==> src/rtl/bsis_pkg.sv <==
package bsis_pkg;

  // Fixed field widths.
  localparam int unsigned LW   = 5;   // log_size field
  localparam int unsigned STW  = 7;   // step_length field
  localparam int unsigned CHW  = 24;  // chunk_index field
  localparam int unsigned PW   = 31;  // sequence position, CHW + STW
  localparam int unsigned TW   = 32;  // sequence length
  localparam int unsigned IDXW = 16;  // element_index field
  localparam int unsigned PC_W = 4;

  // Register index, taken from paddr[2].
  localparam logic REG_LOG_SIZE    = 1'b0;
  localparam logic REG_STEP_LENGTH = 1'b1;

  typedef logic [PC_W-1:0] pc_t;

  // Program addresses.
  localparam pc_t PC_IDLE       = 4'd0;
  localparam pc_t PC_MUL        = 4'd1;
  localparam pc_t PC_CHECK      = 4'd2;
  localparam pc_t PC_SEEK_INIT  = 4'd3;
  localparam pc_t PC_SORT       = 4'd4;
  localparam pc_t PC_MERGE_INIT = 4'd5;
  localparam pc_t PC_MERGE_A    = 4'd6;
  localparam pc_t PC_MERGE_B    = 4'd7;
  localparam pc_t PC_FINISH     = 4'd8;
  localparam pc_t PC_EMIT       = 4'd9;
  localparam pc_t PC_END        = 4'd10;

  typedef enum logic [3:0] {
    OP_NOP,
    OP_CAPTURE,
    OP_MUL,
    OP_SEEK_INIT,
    OP_SORT_STEP,
    OP_MERGE_INIT,
    OP_MERGE_A,
    OP_MERGE_B,
    OP_SEEK_END,
    OP_EMIT,
    OP_END
  } dp_op_e;

  typedef enum logic [2:0] {
    C_NEVER,
    C_ALWAYS,
    C_NO_ITEM,
    C_SKIP_SEEK,
    C_SORT_MORE,
    C_MERGE_DONE,
    C_EMIT_MORE
  } jump_cond_e;

  typedef struct packed {
    dp_op_e     op;
    jump_cond_e cond;
    pc_t        target;
  } uword_t;

  typedef struct packed {
    logic skip_seek;
    logic sort_more;
    logic merge_done;
    logic last;
  } dp_status_t;

  // Number of sequence positions of a full sort over 2^s slots: 2^s * s * (s+1) / 2.
  function automatic logic [TW-1:0] sort_len_f(input logic [LW-1:0] s);
    logic [TW-1:0] len;
    unique case (s)
      5'd0:    len = 32'd0;
      5'd1:    len = 32'd2;
      5'd2:    len = 32'd12;
      5'd3:    len = 32'd48;
      5'd4:    len = 32'd160;
      5'd5:    len = 32'd480;
      5'd6:    len = 32'd1344;
      5'd7:    len = 32'd3584;
      5'd8:    len = 32'd9216;
      5'd9:    len = 32'd23040;
      5'd10:   len = 32'd56320;
      5'd11:   len = 32'd135168;
      5'd12:   len = 32'd319488;
      5'd13:   len = 32'd745472;
      5'd14:   len = 32'd1720320;
      5'd15:   len = 32'd3932160;
      5'd16:   len = 32'd8912896;
      5'd17:   len = 32'd20054016;
      5'd18:   len = 32'd44826624;
      5'd19:   len = 32'd99614720;
      5'd20:   len = 32'd220200960;
      default: len = 32'd0;
    endcase
    return len;
  endfunction

  // Control store. A word jumps to its target when its condition holds,
  // otherwise it falls through to the next address.
  function automatic uword_t ucode_rom(input pc_t pc);
    uword_t w;
    unique case (pc)
      PC_IDLE:       w = '{op: OP_CAPTURE,    cond: C_NO_ITEM,    target: PC_IDLE};
      PC_MUL:        w = '{op: OP_MUL,        cond: C_NEVER,      target: PC_IDLE};
      PC_CHECK:      w = '{op: OP_NOP,        cond: C_SKIP_SEEK,  target: PC_EMIT};
      PC_SEEK_INIT:  w = '{op: OP_SEEK_INIT,  cond: C_NEVER,      target: PC_IDLE};
      PC_SORT:       w = '{op: OP_SORT_STEP,  cond: C_SORT_MORE,  target: PC_SORT};
      PC_MERGE_INIT: w = '{op: OP_MERGE_INIT, cond: C_NEVER,      target: PC_IDLE};
      PC_MERGE_A:    w = '{op: OP_MERGE_A,    cond: C_MERGE_DONE, target: PC_FINISH};
      PC_MERGE_B:    w = '{op: OP_MERGE_B,    cond: C_ALWAYS,     target: PC_MERGE_A};
      PC_FINISH:     w = '{op: OP_SEEK_END,   cond: C_NEVER,      target: PC_IDLE};
      PC_EMIT:       w = '{op: OP_EMIT,       cond: C_EMIT_MORE,  target: PC_EMIT};
      PC_END:        w = '{op: OP_END,        cond: C_ALWAYS,     target: PC_IDLE};
      default:       w = '{op: OP_NOP,        cond: C_ALWAYS,     target: PC_IDLE};
    endcase
    return w;
  endfunction

endpackage

==> src/rtl/bsis_sequencer.sv <==
module bsis_sequencer
  import bsis_pkg::*;
(
  input  logic       clk_i,
  input  logic       rst_ni,
  input  logic       in_valid_i,
  input  logic       out_stall_i,
  input  dp_status_t status_i,
  output uword_t     uword_o
);

  pc_t    pc_q, pc_d;
  uword_t uword;
  logic   take;

  assign uword   = ucode_rom(pc_q);
  assign uword_o = uword;

  always_comb begin
    unique case (uword.cond)
      C_NEVER:      take = 1'b0;
      C_ALWAYS:     take = 1'b1;
      C_NO_ITEM:    take = !in_valid_i;
      C_SKIP_SEEK:  take = status_i.skip_seek;
      C_SORT_MORE:  take = status_i.sort_more;
      C_MERGE_DONE: take = status_i.merge_done;
      C_EMIT_MORE:  take = out_stall_i || !status_i.last;
      default:      take = 1'b1;
    endcase
    pc_d = take ? uword.target : pc_t'(pc_q + 1'b1);
  end

  always_ff @(posedge clk_i or negedge rst_ni) begin
    if (!rst_ni) begin
      pc_q <= PC_IDLE;
    end else begin
      pc_q <= pc_d;
    end
  end

  a_last_item_ends: assert property (@(posedge clk_i) disable iff (!rst_ni)
    (pc_q == PC_EMIT && !out_stall_i && status_i.last) |=> (pc_q == PC_END))
    else $error("sequencer did not leave the emit loop after the last item");

  a_accept_starts: assert property (@(posedge clk_i) disable iff (!rst_ni)
    (pc_q == PC_IDLE && in_valid_i) |=> (pc_q == PC_MUL))
    else $error("accepted item did not start the program");

endmodule

==> src/rtl/bsis_datapath.sv <==
module bsis_datapath
  import bsis_pkg::*;
#(
  parameter int unsigned MAX_LOG_SIZE = 16,
  parameter int unsigned MAX_STEP     = 64
) (
  input  logic                              clk_i,
  input  logic                              rst_ni,
  input  uword_t                            uword_i,
  input  logic                              out_stall_i,
  input  logic                              resume_clr_i,
  input  logic [LW-1:0]                     n_i,
  input  logic [$clog2(MAX_STEP+1)-1:0]     step_i,
  input  logic [CHW-1:0]                    chunk_index_i,
  output dp_status_t                        status_o,
  output logic [IDXW-1:0]                   element_index_o,
  output logic                              past_end_o,
  output logic                              last_o
);

  localparam int unsigned AW = MAX_LOG_SIZE;
  localparam int unsigned BW = AW + 1;
  localparam int unsigned SW = $clog2(MAX_STEP + 1);
  localparam logic [BW-1:0] ONE_B = BW'(1);

  // Payload registers.
  logic [CHW-1:0] chunk_q, chunk_d;
  logic [PW-1:0]  pos_q, pos_d;
  logic [TW-1:0]  total_q, total_d;
  logic [PW-1:0]  p_q, p_d;

  // Walk state and control.
  logic [LW-1:0]  s_q, s_d;
  logic [LW-1:0]  m_q, m_d;
  logic [BW-1:0]  b_q, b_d;
  logic [AW-1:0]  j_q, j_d;
  logic           flip_q, flip_d;
  logic           sec_q, sec_d;
  logic [SW-1:0]  k_q, k_d;
  logic [PW-1:0]  resume_q, resume_d;
  logic           resume_valid_q, resume_valid_d;

  logic [PW-1:0]  prod;
  logic [PW+1:0]  sub, sub2, p_ext;
  logic           lt_sub, lt_sub2;
  logic [PW-1:0]  span_p, half_p;
  logic [BW-1:0]  bit_s1, bit_m1;
  logic           in_range;
  logic           merge_done;

  logic [AW:0]    stage_cnt;
  logic           stage_end;
  logic [BW-1:0]  pw_s, mask_s, low_s, low2_s, base_s;
  logic           merge_end, upper_half;
  logic [LW-1:0]  ctz;

  logic [BW-1:0]  span_b, idx;

  assign prod    = PW'(chunk_q) * PW'(step_i);

  assign sub     = (PW+2)'(sort_len_f(LW'(s_q - 1'b1)));
  assign sub2    = sub << 1;
  assign p_ext   = (PW+2)'(p_q);
  assign lt_sub  = p_ext < sub;
  assign lt_sub2 = p_ext < sub2;
  assign bit_s1  = ONE_B << LW'(s_q - 1'b1);

  assign span_p     = PW'(1) << m_q;
  assign half_p     = PW'(LW'(m_q - 1'b1)) << LW'(m_q - 1'b1);
  assign bit_m1     = ONE_B << LW'(m_q - 1'b1);
  assign merge_done = (m_q <= LW'(1)) || (p_q < span_p);

  assign in_range = TW'(pos_q) < total_q;

  // Next-comparator arithmetic of the depth-first walk.
  assign stage_cnt  = (AW+1)'(1) << LW'(m_q - 1'b1);
  assign stage_end  = ((AW+1)'(j_q) + 1'b1) == stage_cnt;
  assign pw_s       = ONE_B << s_q;
  assign mask_s     = pw_s - ONE_B;
  assign low_s      = b_q & mask_s;
  assign low2_s     = low_s + BW'(2);
  assign base_s     = b_q & ~mask_s;
  assign merge_end  = low2_s == pw_s;
  assign upper_half = |(b_q & pw_s);

  // The next half-cleaner is the right child whose offset has its lowest set bit at its level.
  always_comb begin
    ctz = '0;
    for (int i = BW - 1; i >= 0; i--) begin
      if (low2_s[i]) begin
        ctz = LW'(i);
      end
    end
  end

  assign span_b = ONE_B << m_q;
  always_comb begin
    if (!sec_q) begin
      idx = b_q + BW'(j_q);
    end else if (flip_q) begin
      idx = b_q + span_b - ONE_B - BW'(j_q);
    end else begin
      idx = b_q + BW'(j_q) + (span_b >> 1);
    end
  end

  assign element_index_o = in_range ? IDXW'(idx) : '0;
  assign past_end_o      = !in_range;
  assign last_o          = k_q == SW'(step_i - 1'b1);

  assign status_o.skip_seek  = (resume_valid_q && (pos_q == resume_q)) || !in_range;
  assign status_o.sort_more  = (s_q > LW'(1)) && lt_sub2;
  assign status_o.merge_done = merge_done;
  assign status_o.last       = last_o;

  always_comb begin
    chunk_d        = chunk_q;
    pos_d          = pos_q;
    total_d        = total_q;
    p_d            = p_q;
    s_d            = s_q;
    m_d            = m_q;
    b_d            = b_q;
    j_d            = j_q;
    flip_d         = flip_q;
    sec_d          = sec_q;
    k_d            = k_q;
    resume_d       = resume_q;
    resume_valid_d = resume_valid_q;

    unique case (uword_i.op)
      OP_CAPTURE: begin
        chunk_d = chunk_index_i;
      end
      OP_MUL: begin
        pos_d   = prod;
        total_d = sort_len_f(n_i);
        k_d     = '0;
      end
      OP_SEEK_INIT: begin
        p_d = pos_q;
        s_d = n_i;
        b_d = '0;
      end
      OP_SORT_STEP: begin
        if (s_q > LW'(1)) begin
          if (lt_sub) begin
            s_d = LW'(s_q - 1'b1);
          end else if (lt_sub2) begin
            p_d = p_q - PW'(sub);
            b_d = b_q + bit_s1;
            s_d = LW'(s_q - 1'b1);
          end else begin
            p_d = p_q - PW'(sub2);
          end
        end
      end
      OP_MERGE_INIT: begin
        m_d    = s_q;
        flip_d = 1'b1;
      end
      OP_MERGE_A: begin
        if (!merge_done) begin
          p_d = p_q - span_p;
        end
      end
      OP_MERGE_B: begin
        if (p_q >= half_p) begin
          p_d = p_q - half_p;
          b_d = b_q + bit_m1;
        end
        m_d    = LW'(m_q - 1'b1);
        flip_d = 1'b0;
      end
      OP_SEEK_END: begin
        j_d   = p_q[AW:1];
        sec_d = p_q[0];
      end
      OP_EMIT: begin
        if (!out_stall_i) begin
          k_d   = SW'(k_q + 1'b1);
          pos_d = PW'(pos_q + 1'b1);
          if (in_range) begin
            if (!sec_q) begin
              sec_d = 1'b1;
            end else begin
              sec_d = 1'b0;
              if (!stage_end) begin
                j_d = AW'(j_q + 1'b1);
              end else begin
                j_d = '0;
                if (m_q > LW'(1)) begin
                  m_d    = LW'(m_q - 1'b1);
                  flip_d = 1'b0;
                end else if (merge_end) begin
                  // The sort of this block is complete: go on to its sibling
                  // sort, or to the flip stage of the parent merge.
                  flip_d = 1'b1;
                  if (!upper_half) begin
                    s_d = LW'(1);
                    m_d = LW'(1);
                    b_d = base_s + pw_s;
                  end else begin
                    s_d = LW'(s_q + 1'b1);
                    m_d = LW'(s_q + 1'b1);
                    b_d = base_s - pw_s;
                  end
                end else begin
                  m_d    = ctz;
                  b_d    = base_s + low2_s;
                  flip_d = 1'b0;
                end
              end
            end
          end
        end
      end
      OP_END: begin
        resume_d       = pos_q;
        resume_valid_d = 1'b1;
      end
      default: begin
      end
    endcase

    if (resume_clr_i) begin
      resume_valid_d = 1'b0;
    end
  end

  always_ff @(posedge clk_i) begin
    chunk_q <= chunk_d;
    pos_q   <= pos_d;
    total_q <= total_d;
    p_q     <= p_d;
  end

  // Reset leaves the walk on the first comparator, so position zero resumes directly.
  always_ff @(posedge clk_i or negedge rst_ni) begin
    if (!rst_ni) begin
      s_q            <= LW'(1);
      m_q            <= LW'(1);
      b_q            <= '0;
      j_q            <= '0;
      flip_q         <= 1'b1;
      sec_q          <= 1'b0;
      k_q            <= '0;
      resume_q       <= '0;
      resume_valid_q <= 1'b1;
    end else begin
      s_q            <= s_d;
      m_q            <= m_d;
      b_q            <= b_d;
      j_q            <= j_d;
      flip_q         <= flip_d;
      sec_q          <= sec_d;
      k_q            <= k_d;
      resume_q       <= resume_d;
      resume_valid_q <= resume_valid_d;
    end
  end

  a_count_bound: assert property (@(posedge clk_i) disable iff (!rst_ni)
    (uword_i.op == OP_EMIT) |-> (k_q < step_i))
    else $error("item count ran past the chunk length");

  a_walk_sane: assert property (@(posedge clk_i) disable iff (!rst_ni)
    (uword_i.op == OP_EMIT && in_range) |->
      (m_q != '0 && m_q <= s_q && (AW+1)'(j_q) < stage_cnt))
    else $error("walk state is not a valid comparator");

endmodule

==> src/rtl/bitonic_sort_index_sequencer_core.sv <==
// Flow: an accepted item passes the capture, multiply and check steps and goes straight to
// the emit step when the chunk continues the previous one or starts past the end, otherwise after a seek.
// The next item is taken only after the program has ended the last one and returned to idle;
// the results of one item come out one per cycle from the emit step while out_stall_i is low.
// Reset: the program counter returns to idle, the walk points at position zero, log_size is 4
// and step_length is 8. There is no clearing pass.
module bitonic_sort_index_sequencer_core
  import bsis_pkg::*;
#(
  parameter int unsigned MAX_LOG_SIZE = 16,
  parameter int unsigned MAX_STEP     = 64
) (
  input  logic            clk_i,
  input  logic            rst_ni,

  input  logic            psel,
  input  logic            penable,
  input  logic            pwrite,
  input  logic [2:0]      paddr,
  input  logic [31:0]     pwdata,
  output logic [31:0]     prdata,
  output logic            pready,

  input  logic            in_valid_i,
  output logic            in_stall_o,
  input  logic [CHW-1:0]  chunk_index_i,

  output logic            out_valid_o,
  input  logic            out_stall_i,
  output logic [IDXW-1:0] element_index_o,
  output logic            past_end_o,
  output logic            last_o
);

  localparam int unsigned SW = $clog2(MAX_STEP + 1);

  logic [LW-1:0]  log_size_q;
  logic [STW-1:0] step_length_q;
  logic           cfg_wr;
  logic [LW-1:0]  n_eff;
  logic [SW-1:0]  step_eff;
  uword_t         uword;
  dp_status_t     status;

  assign pready = 1'b1;
  assign cfg_wr = psel && penable && pwrite;

  always_ff @(posedge clk_i or negedge rst_ni) begin
    if (!rst_ni) begin
      log_size_q    <= LW'(4);
      step_length_q <= STW'(8);
    end else if (cfg_wr) begin
      if (paddr[2] == REG_LOG_SIZE) begin
        log_size_q <= pwdata[LW-1:0];
      end else begin
        step_length_q <= pwdata[STW-1:0];
      end
    end
  end

  assign prdata = (paddr[2] == REG_STEP_LENGTH) ? 32'(step_length_q) : 32'(log_size_q);

  assign n_eff = (log_size_q > LW'(MAX_LOG_SIZE)) ? LW'(MAX_LOG_SIZE) : log_size_q;

  always_comb begin
    priority if (step_length_q == '0) begin
      step_eff = SW'(1);
    end else if (step_length_q > STW'(MAX_STEP)) begin
      step_eff = SW'(MAX_STEP);
    end else begin
      step_eff = SW'(step_length_q);
    end
  end

  assign in_stall_o  = uword.op != OP_CAPTURE;
  assign out_valid_o = uword.op == OP_EMIT;

  bsis_sequencer u_seq (
    .clk_i       (clk_i),
    .rst_ni      (rst_ni),
    .in_valid_i  (in_valid_i),
    .out_stall_i (out_stall_i),
    .status_i    (status),
    .uword_o     (uword)
  );

  bsis_datapath #(
    .MAX_LOG_SIZE (MAX_LOG_SIZE),
    .MAX_STEP     (MAX_STEP)
  ) u_dp (
    .clk_i           (clk_i),
    .rst_ni          (rst_ni),
    .uword_i         (uword),
    .out_stall_i     (out_stall_i),
    .resume_clr_i    (cfg_wr),
    .n_i             (n_eff),
    .step_i          (step_eff),
    .chunk_index_i   (chunk_index_i),
    .status_o        (status),
    .element_index_o (element_index_o),
    .past_end_o      (past_end_o),
    .last_o          (last_o)
  );

endmodule

==> config.mk <==
export PLATFORM = sky130hd
export DESIGN_NAME = bitonic_sort_index_sequencer_core
export DESIGN_NICKNAME = d
export VERILOG_FILES = /design/src/rtl/bsis_pkg.sv /design/src/rtl/bsis_sequencer.sv /design/src/rtl/bsis_datapath.sv /design/src/rtl/bitonic_sort_index_sequencer_core.sv
export SDC_FILE = /design/constraint.sdc
export NUM_CORES = 2
export LEC_CHECK = 0
export ABC_AREA = 1
export BUFFER_PORTS_ARGS = -buffer_cell sky130_fd_sc_hd__buf_2
export CAP_MARGIN = 20
export CORE_AREA = 3 3 249 251
export CTS_BUF_LIST = sky130_fd_sc_hd__clkbuf_8 sky130_fd_sc_hd__clkbuf_16
export DETAILED_ROUTE_END_ITERATION = 12
export DIE_AREA = 0 0 252 254
export PLACE_DENSITY = 0.67
export SKIP_LAST_GASP = 1
export SYNTH_ARGS = -nofsm -noshare
export SYNTH_HDL_FRONTEND = slang
export SYNTH_SLANG_ARGS = --single-unit
==> constraint.sdc <==
create_clock -name clk_i -period 6.7 [get_ports clk_i]
set_clock_uncertainty 0.05 [all_clocks]
set_input_delay 0.67 -clock clk_i [delete_from_list [all_inputs] [get_ports clk_i]]
set_output_delay 0.67 -clock clk_i [all_outputs]
set_load 0.01 [all_outputs]
==> impl_metrics.toml <==
[power_and_ir_drop]
leakage_nw = 16.1
irDropWorstVdd_mv = 0.393
pwr_density_cell_nw_per_um2 = 608
total_power_mw = 20.2

[finish]
fillCellCount = 6011
nNetsFinal = 5003
seq_area_um2 = 5840
fin_area_um2 = 33200
drive_gt1_share_pct = 9.25
multi_input_area_um2 = 21300
insertedDiodeCount = 0
area_delta_synth_final_pct = 11.0

[timing]
max_clock_freq_ghz = 0.159
fin_ws_ns = 0.425
period_share_pct = 93.7
rsz0062_at_grt = "yes"
worstMarginPinSlew_ns = 1.00
period_needed_ns = 6.27
maxSlewViolCount = 0
setup_viol = 0
relSlewSlack_pct = 32.8
hold_viol_final = 0

[grt]
overflow = 0
grt_first_pass_wirelength_mm = 162
grt_antenna_before_repair = 0
grt_util_all_layers_pct = 32.5
grt_pass1_vias = 29200
grt_start_max_net_pins = 67

[clock_tree]
cts.clk_slew.worst_paths_ns = 0.06
cts_buffer_depth = 3
clock-sinks = 211
worst_skew_pair.late_latency_ns = 0.61
cts_inserted_buffers = 29
cts_tree = "built"
ctsRootBufferMaster = "clkbuf_16"
htree_levels = 1

[route]
ant_nets = 0
drtIter0Drc = 2410
drt_drc_violations_left = 0
vias_per_cell = 5.68
routedWlPerCell_um = 19.9
routed_wl_mm = 106
dr.pass1.iters = 6
via_count = 30200

[floorplanning]
ios = 119
dieHeight_um = 254
die_x_um = 252
placeableCoreArea_um2 = 60100
die_area_um2 = 64000
initial_core_util_pct = 49.8
fp-row-count = 90

[critical_path]
startpoint_type = "flip-flop"
path_max_fanout = 12
slowest_stage = "fa_1"
cpMostUsedCell = "nand2_1"
worst-endpoint-arrival_ns = 5.55
cp-end-kind = "output port"
crit_path_max_incr_delay_ns = 0.49
criticalPathCategory = "reg -> out"
worstPathRequired_ns = 5.98

[flow_run]
max_cap_violations = 0

[hold_path]
hp-class = "in -> reg"

[synthesis]
yosys.cell_types.count = 67
synth_flop_cell = "edfxtp_1"
ys_seq_area_share_pct = 19.5
netlist_area_um2 = 29900
yosysWarnings = 0
synth-async-reset-ratio_pct = 47.4
synthTopCellsByArea = "ha_1 12%, nand2_1 12%, edfxtp_1 11%, fa_1 8.8%, inv_1 8.1%"
synth_edf_count = 111
synth_top_area_cell = "ha_1"
synth_top_area_share_pct = 12.5
syn-mean-instance-area_um2 = 6.90
synth_most_common_cell = "nand2_1"
ys_seq_elements = 211
synthCells = 4342
ys_top_cells_by_count = "962 x nand2_1, 646 x inv_1, 402 x nor2_1"

[run_status]
status = "finished clean"

[place]
dp_hpwl_mm = 87.0
place_ws_ns = -0.173
gp_congestion = 1.02
port_buffers = 65
placed_cell_area_um2 = 31900
what timing repair did:
| action | in CTS | in global routing |
|---|---|---|
| endpoints found under the setup margin | 3 | 18 |
| pin swaps | 0 | 22 |
| resized for setup | 3 | 66 |
| setup buffers | 0 | 10 |
| hold endpoints to repair | 26 | 0 |
| hold buffers | 1 | 0 |
layout by cell type (no fill, tap or decap), types with 28 or more instances in the layout:
| cell type | n |
|---|---|
| a21oi_1 | 348 |
| a31oi_1 | 30 |
| buf_2 | 64 |
| buf_4 | 156 |
| clkbuf_16 | 29 |
| conb_1 | 28 |
| dfrtp_1 | 94 |
| edfxtp_1 | 111 |
| fa_1 | 132 |
| ha_1 | 295 |
| inv_1 | 642 |
| nand2_1 | 957 |
| nand3_1 | 187 |
| nand4_1 | 40 |
| nor2_1 | 391 |
| nor3_1 | 57 |
| o2111ai_1 | 30 |
| o21ai_0 | 334 |
| o22ai_1 | 31 |
| or2_2 | 31 |
| xnor2_1 | 46 |
| xor2_1 | 141 |
path summary, 6_finish.rpt:
| path | startpoint | end | slack [ns] | depth (start not counted) |
|---|---|---|---|---|
| max in group asynchronous | rst_ni | u_dp.j_q[3] | 4.61 | 3 |
| min in group asynchronous | rst_ni | u_dp.k_q[1] | 0.57 | 2 |
| min | chunk_index_i[16] | u_dp.chunk_q[16] | 0.18 | 1 |
| max | u_dp.m_q[0] | element_index_o[15] | 0.43 | 33 |
| min reg2reg | u_dp.resume_q[19] | u_dp.resume_q[19] | 0.45 | 2 |
| max reg2reg | step_length_q[5] | u_dp.pos_q[29] | 0.44 | 31 |
worst max-delay path: cells and delay by family (launching register included):
family          cells  cell delay, ns
flops               1            0.44
fa+ha+maj           3            1.27
buf+inv             7            0.86
xor+xnor            1            0.20
compound gates      6            0.83
simple gates       16            1.38
sequential cells by signal, indices dropped and copies added (netlist names):
| signal | cells |
|---|---|
| u_seq.pc_q | 4 |
| u_dp.total_q | 25 |
| u_dp.p_q | 31 |
| u_dp.flip_q | 1 |
| u_dp.sec_q | 1 |
| u_dp.chunk_q | 24 |
| u_dp.j_q | 16 |
| u_dp.b_q | 17 |
| u_dp.m_q | 5 |
| u_dp.resume_q | 31 |
| u_dp.resume_valid_q | 1 |
| log_size_q | 5 |
| u_dp.pos_q | 31 |
| u_dp.k_q | 7 |
| step_length_q | 7 |
| u_dp.s_q | 5 |
per-layer routing:
metal | vias up | wire length [µm] | part of all wire [%] | track usage [%]
li1 | 14700 | - | - | -
met1 | 14100 | 42300 | 40 | 38.7
met2 | 1021 | 50100 | 47 | 56.3
met3 | 327 | 5600 | 5.3 | 3.79
met4 | 0 | 7790 | 7.4 | 20.1
met5 | - | 0 | 0 | 0
metrics by stage:
step	hold slack, ns	std cells	setup TNS, ns	utilization, %
after floorplan	0.324	4368	0	-
after global placement	0.416	5245	-0.0614	53.1
after detailed placement	0.425	5245	-0.206	53.1
after CTS	0.157	5300	0	54.8
after global routing	0.173	5311	-0.0642	55.3
final	0.180	5311	0	55.3
logic make-up (layout without fill, tap and decap cells):
kind of cell,Yosys count,count (layout),share of synthesized area (%)
and+or+nand+nor,1754,1754,24.7
AOI/OAI and AO/OA,967,967,18.4
buffers and inverters,783,944,10.3
adders and majority gates,431,431,21.3
DFF,211,211,19.5
xor gates and xnor gates,190,190,5.61
muxes,4,4,0.150
other,2,28,0.0251
report_power, final:
| group | internal (mW) | switching (mW) |
|---|---|---|
| clock network | 0.992 | 0.665 |
| logic | 5.49 | 9.78 |
| registers | 2.27 | 1.00 |
| total | 8.75 | 11.5 |
final cells by class:
| type | count | area share (%) |
|---|---|---|
| clock buffer | 30 | 2.23 |
| clock inverter | 24 | 0.798 |
| inverter | 664 | 7.52 |
| multi-input combinational | 3374 | 64.2 |
| sequential | 211 | 17.6 |
| tap | 782 | 2.94 |
| timing repair buffer | 226 | 4.75 |
Note: power is estimated with default switching activity, not from simulation.
